$ cat src/rtl/ctt_pkg.sv
// ----------------------------------------------------------------------------
// ctt_pkg
// Types, byte codes and keyword tables shared by the tokenizer modules.
// ----------------------------------------------------------------------------
package ctt_pkg;

	// Token kinds as they appear on the output.
	typedef enum logic [3:0] {
		TOK_END        = 4'd0,
		TOK_OPEN_BRACE = 4'd1,
		TOK_CLOSE_BRACE = 4'd2,
		TOK_SEMICOLON  = 4'd3,
		TOK_DOT        = 4'd4,
		TOK_PROJECT    = 4'd5,
		TOK_EXECUTABLE = 4'd6,
		TOK_IDENT      = 4'd7,
		TOK_ERROR      = 4'd8
	} token_kind_t;

	// Scanner modes.
	typedef enum logic [1:0] {
		MODE_IDLE    = 2'd0,
		MODE_WORD    = 2'd1,
		MODE_COMMENT = 2'd2
	} scan_mode_t;

	// One token without its text.
	typedef struct packed {
		token_kind_t kind;
		logic [15:0] start;
		logic [15:0] length;
	} token_t;

	// All tokens caused by one byte; pair marks that tok1 follows tok0.
	typedef struct packed {
		token_t tok0;
		token_t tok1;
		logic   pair;
	} token_group_t;

	// Byte codes.
	localparam logic [7:0] CH_NUL       = 8'h00;
	localparam logic [7:0] CH_TAB       = 8'h09;
	localparam logic [7:0] CH_LF        = 8'h0A;
	localparam logic [7:0] CH_CR        = 8'h0D;
	localparam logic [7:0] CH_SPACE     = 8'h20;
	localparam logic [7:0] CH_HASH      = 8'h23;
	localparam logic [7:0] CH_DOT       = 8'h2E;
	localparam logic [7:0] CH_SEMICOLON = 8'h3B;
	localparam logic [7:0] CH_LBRACE    = 8'h7B;
	localparam logic [7:0] CH_RBRACE    = 8'h7D;

	// Keyword lengths and saturation limit for word lengths.
	localparam logic [15:0] KW_PROJECT_LEN    = 16'd7;
	localparam logic [15:0] KW_EXECUTABLE_LEN = 16'd10;
	localparam logic [15:0] LEN_MAX           = 16'hFFFF;

	// Queue between the scanner and the output stage.
	localparam int unsigned FIFO_DEPTH = 4;
	localparam int unsigned FIFO_AW    = $clog2(FIFO_DEPTH);

	function automatic logic is_letter(input logic [7:0] b);
		return b inside {[8'h61:8'h7A], [8'h41:8'h5A]};
	endfunction

	function automatic logic is_word_byte(input logic [7:0] b);
		return is_letter(b) || (b inside {[8'h30:8'h39]});
	endfunction

	// Characters of the keyword "project".
	function automatic logic [7:0] kw_project_char(input logic [2:0] idx);
		logic [7:0] c;
		case (idx)
			3'd0: c = 8'h70;
			3'd1: c = 8'h72;
			3'd2: c = 8'h6F;
			3'd3: c = 8'h6A;
			3'd4: c = 8'h65;
			3'd5: c = 8'h63;
			3'd6: c = 8'h74;
			default: c = 8'h00;
		endcase
		return c;
	endfunction

	// Characters of the keyword "executable".
	function automatic logic [7:0] kw_executable_char(input logic [3:0] idx);
		logic [7:0] c;
		case (idx)
			4'd0: c = 8'h65;
			4'd1: c = 8'h78;
			4'd2: c = 8'h65;
			4'd3: c = 8'h63;
			4'd4: c = 8'h75;
			4'd5: c = 8'h74;
			4'd6: c = 8'h61;
			4'd7: c = 8'h62;
			4'd8: c = 8'h6C;
			4'd9: c = 8'h65;
			default: c = 8'h00;
		endcase
		return c;
	endfunction

endpackage

$ cat src/rtl/config_text_tokenizer.sv
// A token passes from the scanner through the queue to the output register.
// Throughput: one text byte and one token per cycle while out_stall is low;
// a byte that ends a word and is itself a token gives two tokens, which the
// four-group queue absorbs; input stalls only while that queue is full.
// Reset: arst_n clears the scanner to idle with offset zero and empties the
// queue and output register; the end byte also restarts the offset at zero.
// ----------------------------------------------------------------------------
// config_text_tokenizer
// Streaming tokenizer for configuration text, one byte per item in and one
// token per item out.
// ----------------------------------------------------------------------------
module config_text_tokenizer #(
	parameter longint unsigned TEXT_BYTES = 65536
) (
	input  logic        clk,
	input  logic        arst_n,
	input  logic        in_valid,
	output logic        in_stall,
	input  logic [7:0]  text_byte,
	output logic        out_valid,
	input  logic        out_stall,
	output logic [3:0]  token_kind,
	output logic [15:0] token_start,
	output logic [15:0] token_length,
	output logic        last_of_run
);
	import ctt_pkg::*;

	token_group_t push_group;
	token_group_t head_group;
	logic         push;
	logic         pop;
	logic         empty;
	logic         full;
	logic         accept;

	// The scanner takes a valid byte whenever the queue has a free slot.
	assign in_stall = full;
	assign accept   = in_valid && !full;

	ctt_front #(
		.TEXT_BYTES(TEXT_BYTES)
	) u_front (
		.clk      (clk),
		.arst_n   (arst_n),
		.accept   (accept),
		.text_byte(text_byte),
		.push     (push),
		.group    (push_group)
	);

	ctt_fifo u_fifo (
		.clk       (clk),
		.arst_n    (arst_n),
		.push      (push),
		.push_group(push_group),
		.pop       (pop),
		.head_group(head_group),
		.empty     (empty),
		.full      (full)
	);

	ctt_back u_back (
		.clk         (clk),
		.arst_n      (arst_n),
		.head_group  (head_group),
		.head_valid  (!empty),
		.pop         (pop),
		.out_valid   (out_valid),
		.out_stall   (out_stall),
		.token_kind  (token_kind),
		.token_start (token_start),
		.token_length(token_length),
		.last_of_run (last_of_run)
	);

endmodule

$ cat src/rtl/ctt_front.sv
// ----------------------------------------------------------------------------
// ctt_front
// Scanner: accepts one text byte per cycle while accept is high, tracks the word
// and comment state, and forms the group of tokens that the byte causes.
// ----------------------------------------------------------------------------
module ctt_front #(
	parameter longint unsigned TEXT_BYTES = 65536
) (
	input  logic                  clk,
	input  logic                  arst_n,
	input  logic                  accept,
	input  logic [7:0]            text_byte,
	output logic                  push,
	output ctt_pkg::token_group_t group
);
	import ctt_pkg::*;

	// Offset wraps at the smaller of the text size and the 16-bit range.
	localparam longint unsigned OFS_LIMIT =
		(TEXT_BYTES > 64'd65536) ? 64'd65536 : TEXT_BYTES;
	localparam logic [16:0] OFS_LAST = 17'(OFS_LIMIT - 64'd1);

	scan_mode_t  mode_q, mode_d;
	logic [15:0] offset_q, offset_d, offset_adv;
	logic [15:0] begin_q, begin_d;
	logic [15:0] count_q, count_d;
	logic        proj_q, proj_d;
	logic        exec_q, exec_d;
	logic        muted_q, muted_d;
	logic        emit;
	logic        idle_emit;
	logic        ending;
	token_t      word_tok;
	token_t      idle_tok;
	token_t      end_tok;
	token_kind_t word_kind;

	// Next offset with wrap.
	assign offset_adv = ({1'b0, offset_q} == OFS_LAST) ? 16'd0 : offset_q + 16'd1;

	// Kind of the word held so far.
	always_comb begin
		if (proj_q && count_q == KW_PROJECT_LEN) begin
			word_kind = TOK_PROJECT;
		end else if (exec_q && count_q == KW_EXECUTABLE_LEN) begin
			word_kind = TOK_EXECUTABLE;
		end else begin
			word_kind = TOK_IDENT;
		end
	end

	assign word_tok = '{kind: word_kind, start: begin_q, length: count_q};
	assign end_tok  = '{kind: TOK_END, start: offset_q, length: 16'd0};

	// Byte classification and next state.
	always_comb begin
		mode_d    = mode_q;
		offset_d  = offset_adv;
		begin_d   = begin_q;
		count_d   = count_q;
		proj_d    = proj_q;
		exec_d    = exec_q;
		muted_d   = muted_q;
		emit      = 1'b0;
		idle_emit = 1'b0;
		ending    = 1'b0;
		idle_tok  = '{kind: TOK_ERROR, start: offset_q, length: 16'd1};
		group     = '{tok0: end_tok, tok1: end_tok, pair: 1'b0};

		if (text_byte == CH_NUL) begin
			// End of text: flush a pending word, then the end token, then reset.
			emit = 1'b1;
			if (mode_q == MODE_WORD && !muted_q) begin
				group.tok0 = word_tok;
				group.pair = 1'b1;
			end
			mode_d   = MODE_IDLE;
			offset_d = 16'd0;
			begin_d  = 16'd0;
			count_d  = 16'd0;
			proj_d   = 1'b0;
			exec_d   = 1'b0;
			muted_d  = 1'b0;
		end else if (muted_q) begin
			// Output stays muted until the end byte.
		end else if (mode_q == MODE_COMMENT) begin
			if (text_byte == CH_LF) begin
				mode_d = MODE_IDLE;
			end
		end else if (mode_q == MODE_WORD && is_word_byte(text_byte)) begin
			// Word continues: narrow the keyword candidates.
			proj_d = (proj_q && count_q < KW_PROJECT_LEN) ?
				(text_byte == kw_project_char(count_q[2:0])) : 1'b0;
			exec_d = (exec_q && count_q < KW_EXECUTABLE_LEN) ?
				(text_byte == kw_executable_char(count_q[3:0])) : 1'b0;
			count_d = (count_q == LEN_MAX) ? count_q : count_q + 16'd1;
		end else begin
			// Between tokens, possibly right after a word that ends here.
			ending = (mode_q == MODE_WORD);
			mode_d = MODE_IDLE;
			case (text_byte)
				CH_SPACE, CH_TAB, CH_CR, CH_LF: begin
				end
				CH_HASH: begin
					mode_d = MODE_COMMENT;
				end
				CH_LBRACE: begin
					idle_emit     = 1'b1;
					idle_tok.kind = TOK_OPEN_BRACE;
				end
				CH_RBRACE: begin
					idle_emit     = 1'b1;
					idle_tok.kind = TOK_CLOSE_BRACE;
				end
				CH_SEMICOLON: begin
					idle_emit     = 1'b1;
					idle_tok.kind = TOK_SEMICOLON;
				end
				CH_DOT: begin
					idle_emit     = 1'b1;
					idle_tok.kind = TOK_DOT;
				end
				default: begin
					if (is_letter(text_byte)) begin
						mode_d  = MODE_WORD;
						begin_d = offset_q;
						count_d = 16'd1;
						proj_d  = (text_byte == kw_project_char(3'd0));
						exec_d  = (text_byte == kw_executable_char(4'd0));
					end else begin
						idle_emit = 1'b1;
						muted_d   = 1'b1;
					end
				end
			endcase

			emit = ending || idle_emit;
			if (ending) begin
				group.tok0 = word_tok;
				group.tok1 = idle_tok;
				group.pair = idle_emit;
			end else begin
				group.tok0 = idle_tok;
			end
		end
	end

	assign push = accept && emit;

	// Scanner state.
	always_ff @(posedge clk or negedge arst_n) begin
		if (!arst_n) begin
			mode_q   <= MODE_IDLE;
			offset_q <= 16'd0;
			begin_q  <= 16'd0;
			count_q  <= 16'd0;
			proj_q   <= 1'b0;
			exec_q   <= 1'b0;
			muted_q  <= 1'b0;
		end else if (accept) begin
			mode_q   <= mode_d;
			offset_q <= offset_d;
			begin_q  <= begin_d;
			count_q  <= count_d;
			proj_q   <= proj_d;
			exec_q   <= exec_d;
			muted_q  <= muted_d;
		end
	end

endmodule

$ cat src/rtl/ctt_fifo.sv
// ----------------------------------------------------------------------------
// ctt_fifo
// Short queue of token groups between the scanner and the output stage.
// ----------------------------------------------------------------------------
module ctt_fifo (
	input  logic                  clk,
	input  logic                  arst_n,
	input  logic                  push,
	input  ctt_pkg::token_group_t push_group,
	input  logic                  pop,
	output ctt_pkg::token_group_t head_group,
	output logic                  empty,
	output logic                  full
);
	import ctt_pkg::*;

	token_group_t         entries_q [FIFO_DEPTH];
	logic [FIFO_AW-1:0]   wr_ptr_q;
	logic [FIFO_AW-1:0]   rd_ptr_q;
	logic [FIFO_AW:0]     count_q;

	assign empty      = (count_q == '0);
	assign full       = (count_q == (FIFO_AW+1)'(FIFO_DEPTH));
	assign head_group = entries_q[rd_ptr_q];

	// Entry storage.
	always_ff @(posedge clk) begin
		if (push) begin
			entries_q[wr_ptr_q] <= push_group;
		end
	end

	// Pointers and fill count.
	always_ff @(posedge clk or negedge arst_n) begin
		if (!arst_n) begin
			wr_ptr_q <= '0;
			rd_ptr_q <= '0;
			count_q  <= '0;
		end else begin
			if (push) begin
				wr_ptr_q <= wr_ptr_q + 1'b1;
			end
			if (pop) begin
				rd_ptr_q <= rd_ptr_q + 1'b1;
			end
			if (push && !pop) begin
				count_q <= count_q + 1'b1;
			end else if (pop && !push) begin
				count_q <= count_q - 1'b1;
			end
		end
	end

endmodule

$ cat src/rtl/ctt_back.sv
// ----------------------------------------------------------------------------
// ctt_back
// Output stage: splits each token group into single items and holds the
// current item in an output register until it is taken.
// ----------------------------------------------------------------------------
module ctt_back (
	input  logic                  clk,
	input  logic                  arst_n,
	input  ctt_pkg::token_group_t head_group,
	input  logic                  head_valid,
	output logic                  pop,
	output logic                  out_valid,
	input  logic                  out_stall,
	output logic [3:0]            token_kind,
	output logic [15:0]           token_start,
	output logic [15:0]           token_length,
	output logic                  last_of_run
);
	import ctt_pkg::*;

	logic   out_valid_q;
	token_t out_tok_q;
	logic   out_last_q;
	logic   second_valid_q;
	token_t second_tok_q;
	logic   load;

	// The output register can take a new item when empty or being drained.
	assign load = !out_valid_q || !out_stall;
	assign pop  = load && !second_valid_q && head_valid;

	// Control state.
	always_ff @(posedge clk or negedge arst_n) begin
		if (!arst_n) begin
			out_valid_q    <= 1'b0;
			second_valid_q <= 1'b0;
		end else if (load) begin
			if (second_valid_q) begin
				out_valid_q    <= 1'b1;
				second_valid_q <= 1'b0;
			end else begin
				out_valid_q    <= head_valid;
				second_valid_q <= head_valid && head_group.pair;
			end
		end
	end

	// Payload.
	always_ff @(posedge clk) begin
		if (load) begin
			if (second_valid_q) begin
				out_tok_q  <= second_tok_q;
				out_last_q <= 1'b1;
			end else begin
				out_tok_q    <= head_group.tok0;
				out_last_q   <= !head_group.pair;
				second_tok_q <= head_group.tok1;
			end
		end
	end

	assign out_valid    = out_valid_q;
	assign token_kind   = out_tok_q.kind;
	assign token_start  = out_tok_q.start;
	assign token_length = out_tok_q.length;
	assign last_of_run  = out_last_q;

endmodule

$ cat config.mk
export PLATFORM = sky130hd
export DESIGN_NAME = config_text_tokenizer
export DESIGN_NICKNAME = d
export VERILOG_FILES = /design/src/rtl/ctt_pkg.sv /design/src/rtl/config_text_tokenizer.sv /design/src/rtl/ctt_front.sv /design/src/rtl/ctt_fifo.sv /design/src/rtl/ctt_back.sv
export SDC_FILE = /design/constraint.sdc
export NUM_CORES = 1
export LEC_CHECK = 0
export BUFFER_PORTS_ARGS = -buffer_cell sky130_fd_sc_hd__buf_2
export CAP_MARGIN = 20
export CORE_UTILIZATION = 35
export CTS_BUF_LIST = sky130_fd_sc_hd__clkbuf_16
export DETAILED_ROUTE_END_ITERATION = 8
export MAX_ROUTING_LAYER = met4
export REMOVE_ABC_BUFFERS = 1
export SYNTH_ARGS = -nofsm -noshare
export SYNTH_HDL_FRONTEND = slang
export SYNTH_SLANG_ARGS = --single-unit
export TNS_END_PERCENT = 50
$ cat constraint.sdc
create_clock -name clk -period 3.95 [get_ports clk]
set_input_delay 0.1975 -clock clk [delete_from_list [all_inputs] [get_ports clk]]
set_output_delay 0.1975 -clock clk [all_outputs]
set_load 0.01 [all_outputs]
==> results.sh <==
export IMPL_clock_tree_htree_level_count=2
export IMPL_synthDominantCellAreaShare_pct=59.2
export IMPL_synth_cells=945
export IMPL_crit_chain="ha_1 -> nand3_1 -> nor4_1 -> and3_1 -> a21o_1 -> o21ai_0 -> a21boi_0"
export IMPL_final_core_utilization_pct=40.9
export IMPL_worstRegToRegCells=7
export IMPL_io_pins=51
export IMPL_floorplan_die_area_um2=42900
export IMPL_drt_drc_violations_left=1
export IMPL_min_path_type="input port to asynchronous set/reset pin"
export IMPL_die_height_um=207
export IMPL_critPathCaptureType="register"
export IMPL_vias=8010
export IMPL_synthDistinctLibCells=65
export IMPL_placement_setup_worst_slack_ns=0.964
export IMPL_r2r_slack_ns=0.99
export IMPL_setup_tns_final_ns=0
export IMPL_max_slew_worst_pin_slew_ns=0.757
export IMPL_tritoncts_sink_count=352
export IMPL_cts_buffers=38
export IMPL_dominantRegCellSynth="sky130_fd_sc_hd__edfxtp_1"
export IMPL_ys_warnings_count=0
export IMPL_compound_cell_area_share_of_the_yosys_netlist_pct=4.96
export IMPL_rsz0062_at_grt="no"
export IMPL_finalSetupViolCount=0
export IMPL_synthesis_area_per_instance_um2=15.6
export IMPL_synth_top_family_by_area="multiplexers"
export IMPL_grt_pass1_wl_um=46900
export IMPL_tritoncts="built"
export IMPL_fraction_of_the_mapped_netlist_area_in_simple_logic_gates_pct=10.1
export IMPL_design_final_nets=1025
export IMPL_max_stage_delay_ns=0.57
export IMPL_criticalPathCategory="register to register"
export IMPL_cts_reportedPaths_clkPinSlew_ns=0.06
export IMPL_post_synth_xor_area_fraction_pct=1.13
export IMPL_period_share_pct=74.8
export IMPL_critPathArrivalTime_ns=3.39
export IMPL_synthDominantAreaCellType="sky130_fd_sc_hd__edfxtp_1"
export IMPL_synth_mux_area_fraction_pct=11.1
export IMPL_floorplan_core_area_um2=41100
export IMPL_clockBufferDepth=3
export IMPL_die_width_um=207
export IMPL_initial_core_util_pct=35.8
export IMPL_report_final_hold_viol_count=0
export IMPL_cts_resized=0
export IMPL_dr_pass1_iters=9
export IMPL_static_leakage_power_uw=0.00574
export IMPL_clock_skew_ns=0.0205
export IMPL_worst_setup_slack_after_layout_ns=0.994
export IMPL_antenna_found_initial=1
export IMPL_grt_start_max_net_pins=59
export IMPL_maximum_ir_drop_on_the_vdd_rail_v=0.000293
export IMPL_routed_via_density=5.13
export IMPL_overflow=0
export IMPL_max_slew_margin_pct=49.2
export IMPL_fraction_of_final_layout_cells_sized_beyond_drive_strength_1_pct=21.0
export IMPL_gp_routability_congestion=0.824
export IMPL_r2r_start="u_front.count_q[1]"
export IMPL_startpoint_type="register"
export IMPL_synth_most_common_cell="sky130_fd_sc_hd__edfxtp_1"
export IMPL_mappedNetlistArea_um2=14700
export IMPL_clk_insertion_delay_late_ns=0.52
export IMPL_total_routing_resource_utilization_after_global_routing_pct=14.2
export IMPL_post_drt_wl_per_cell_um=18.7
export IMPL_outcome="finished, violations left"
export IMPL_totalWireLength_um=29200
export IMPL_fp_row_count=74
export IMPL_filler_cell_count=3809
export IMPL_max_clock_freq_mhz=338
export IMPL_dr_first_iter_drc_count=574
export IMPL_areaGrowthSynthToFinish_pct=14.3
export IMPL_violated_checks="design-rule violations"
export IMPL_register_bit_total_from_synthesis=352
export IMPL_cts_root_buffer_cell="sky130_fd_sc_hd__clkbuf_16"
export IMPL_portBuffers=50
export IMPL_timing_critical_path_required_ns=4.38
export IMPL_timing_final_max_slew_violations=0
export IMPL_first_global_vias=8289
export IMPL_cell_with_the_largest_stage_delay_on_the_worst_path="sky130_fd_sc_hd__dfrtp_1"
export IMPL_critPathMaxFanout=20
export IMPL_synth_edff_count=290
export IMPL_max_cap_viol_count=0
export IMPL_synth_adder_area_share_pct=1.24
export IMPL_ant_nets=0
export IMPL_dp_final_hpwl_um=17400
export IMPL_synth_top_cells_by_area="sky130_fd_sc_hd__edfxtp_1 59%, sky130_fd_sc_hd__dfrtp_1 11%, sky130_fd_sc_hd__mux4_2 8.9%"
export IMPL_ys_async_sr_fraction_pct=17.6
export IMPL_netlist_top_cells_count="290 x sky130_fd_sc_hd__edfxtp_1, 114 x sky130_fd_sc_hd__nand2_1, 62 x sky130_fd_sc_hd__dfrtp_1"
export IMPL_period_needed_ns=2.96
export IMPL_power_density_cell_area_nw_per_um2=583
export IMPL_ys_seq_area_share_pct=69.7
export IMPL_endpoint_of_the_most_critical_register_to_register_path="u_front.count_q[3]"
metal layers:
layer,share of wire [%],GRT usage [%],vias up
met2,48,22.7,163
li1,-,-,3738
met3,3.7,2.32,43
met5,0,-,-
met1,46,18.9,4066
met4,1.8,3.94,0
final cells by class:
class / instances / area [um^2] / share of cell area, %
multi-input combinational: 526 / 4210 / 25.0
clock buffer: 41 / 1030 / 6.10
tap: 532 / 666 / 3.96
timing repair buffer: 68 / 488 / 2.90
antenna: 1 / 2.50 / 0.0149
inverter: 13 / 48.8 / 0.290
sequential: 352 / 10300 / 61.0
clock inverter: 28 / 115 / 0.684
critical path, delay by kind of cell (launching register included):
family	cells	cell delay, ns
and+or+nand+nor	3	1.03
adders and majority gates	1	0.43
AOI/OAI and AO/OA	3	0.84
DFF	1	0.57
timing repair:
| action | 4_1_cts | 5_1_grt |
|---|---|---|
| hold buffers | 1 | 0 |
| endpoints found under the hold margin | 42 | 0 |
| endpoints found under the setup margin | 0 | 0 |
| setup buffers | 0 | 0 |
power breakdown:
| part | switching, uW | internal (uW) | total [uW] |
|---|---|---|---|
| logic | 872 | 881 | 1750 |
| registers | 355 | 4490 | 4840 |
| clock network | 1350 | 1860 | 3210 |
cell families (layout without fill, tap and decap cells):
kind of cell / count (synthesis) / after routing
AOI/OAI and AO/OA: 112 / 112
xor gates and xnor gates: 19 / 19
adders and majority gates: 14 / 14
buffers and inverters: 67 / 150
DFF: 352 / 352
muxes: 87 / 87
other: 0 / 1
and+or+nand+nor: 294 / 294
how the worst max path moves through the flow:
| stage | startpoint | end | slack, ns | cells after the start |
|---|---|---|---|---|
| 2_1_floorplan | text_byte[2] | u_fifo.entries_q[0][60] | 0.38 | 5 |
| 3_3_place_gp | text_byte[2] | u_fifo.count_q[2] | 0.97 | 13 |
| 3_5_place_dp | text_byte[2] | u_fifo.count_q[2] | 0.96 | 13 |
| 4_1_cts | u_front.count_q[1] | u_front.count_q[3] | 1.01 | 7 |
| 5_1_grt | u_front.count_q[1] | u_front.count_q[3] | 0.51 | 7 |
| 6_report | u_front.count_q[1] | u_front.count_q[3] | 0.99 | 7 |
through the flow:
step	total power, uW	hold WS [ns]	cell area [um^2]	cells
final	9810	0.0253	16800	1561
after global placement	6700	0.428	15600	1488
after floorplan	6070	-0.0981	14500	891
after detailed placement	6730	0.437	15700	1489
after CTS	9960	0.0175	16800	1559
after global routing	10300	0.0226	16800	1561
flip-flops by register name, indices dropped and copies added, names as in the netlist, 4 cells and up:
signal               flops
u_fifo.entries_q       232
u_back.second_tok_q     21
u_back.token_length     16
u_back.token_start      16
u_front.begin_q         16
u_front.count_q         16
u_front.offset_q        16
u_back.token_kind        4
placed cells by master (no fill, tap or decap), types with 4 or more instances in the layout:
master / n
sky130_fd_sc_hd__edfxtp_1: 290
sky130_fd_sc_hd__clkbuf_16: 41
sky130_fd_sc_hd__o31ai_1: 9
sky130_fd_sc_hd__mux2i_1: 4
sky130_fd_sc_hd__a21oi_1: 11
sky130_fd_sc_hd__and2_1: 19
sky130_fd_sc_hd__and3_2: 4
sky130_fd_sc_hd__xnor2_1: 11
sky130_fd_sc_hd__dfrtp_1: 59
sky130_fd_sc_hd__ha_1: 13
sky130_fd_sc_hd__and3_1: 8
sky130_fd_sc_hd__buf_4: 9
sky130_fd_sc_hd__or3_1: 5
sky130_fd_sc_hd__o211ai_1: 5
sky130_fd_sc_hd__o41ai_1: 4
sky130_fd_sc_hd__o21ai_0: 50
sky130_fd_sc_hd__nor2_1: 38
sky130_fd_sc_hd__nand4_1: 15
sky130_fd_sc_hd__nand3_1: 20
sky130_fd_sc_hd__nand2b_1: 10
sky130_fd_sc_hd__nor3_1: 6
sky130_fd_sc_hd__inv_1: 29
sky130_fd_sc_hd__clkinv_2: 4
sky130_fd_sc_hd__clkinv_1: 6
sky130_fd_sc_hd__mux2_2: 25
sky130_fd_sc_hd__buf_2: 50
sky130_fd_sc_hd__mux4_2: 58
sky130_fd_sc_hd__a21o_1: 4
sky130_fd_sc_hd__xor2_1: 8
sky130_fd_sc_hd__buf_12: 8
sky130_fd_sc_hd__nand2_1: 113
sky130_fd_sc_hd__nor2b_1: 23
sky130_fd_sc_hd__nor4_1: 7
sky130_fd_sc_hd__nor3b_1: 7
Power figures use the tool's default switching activity.
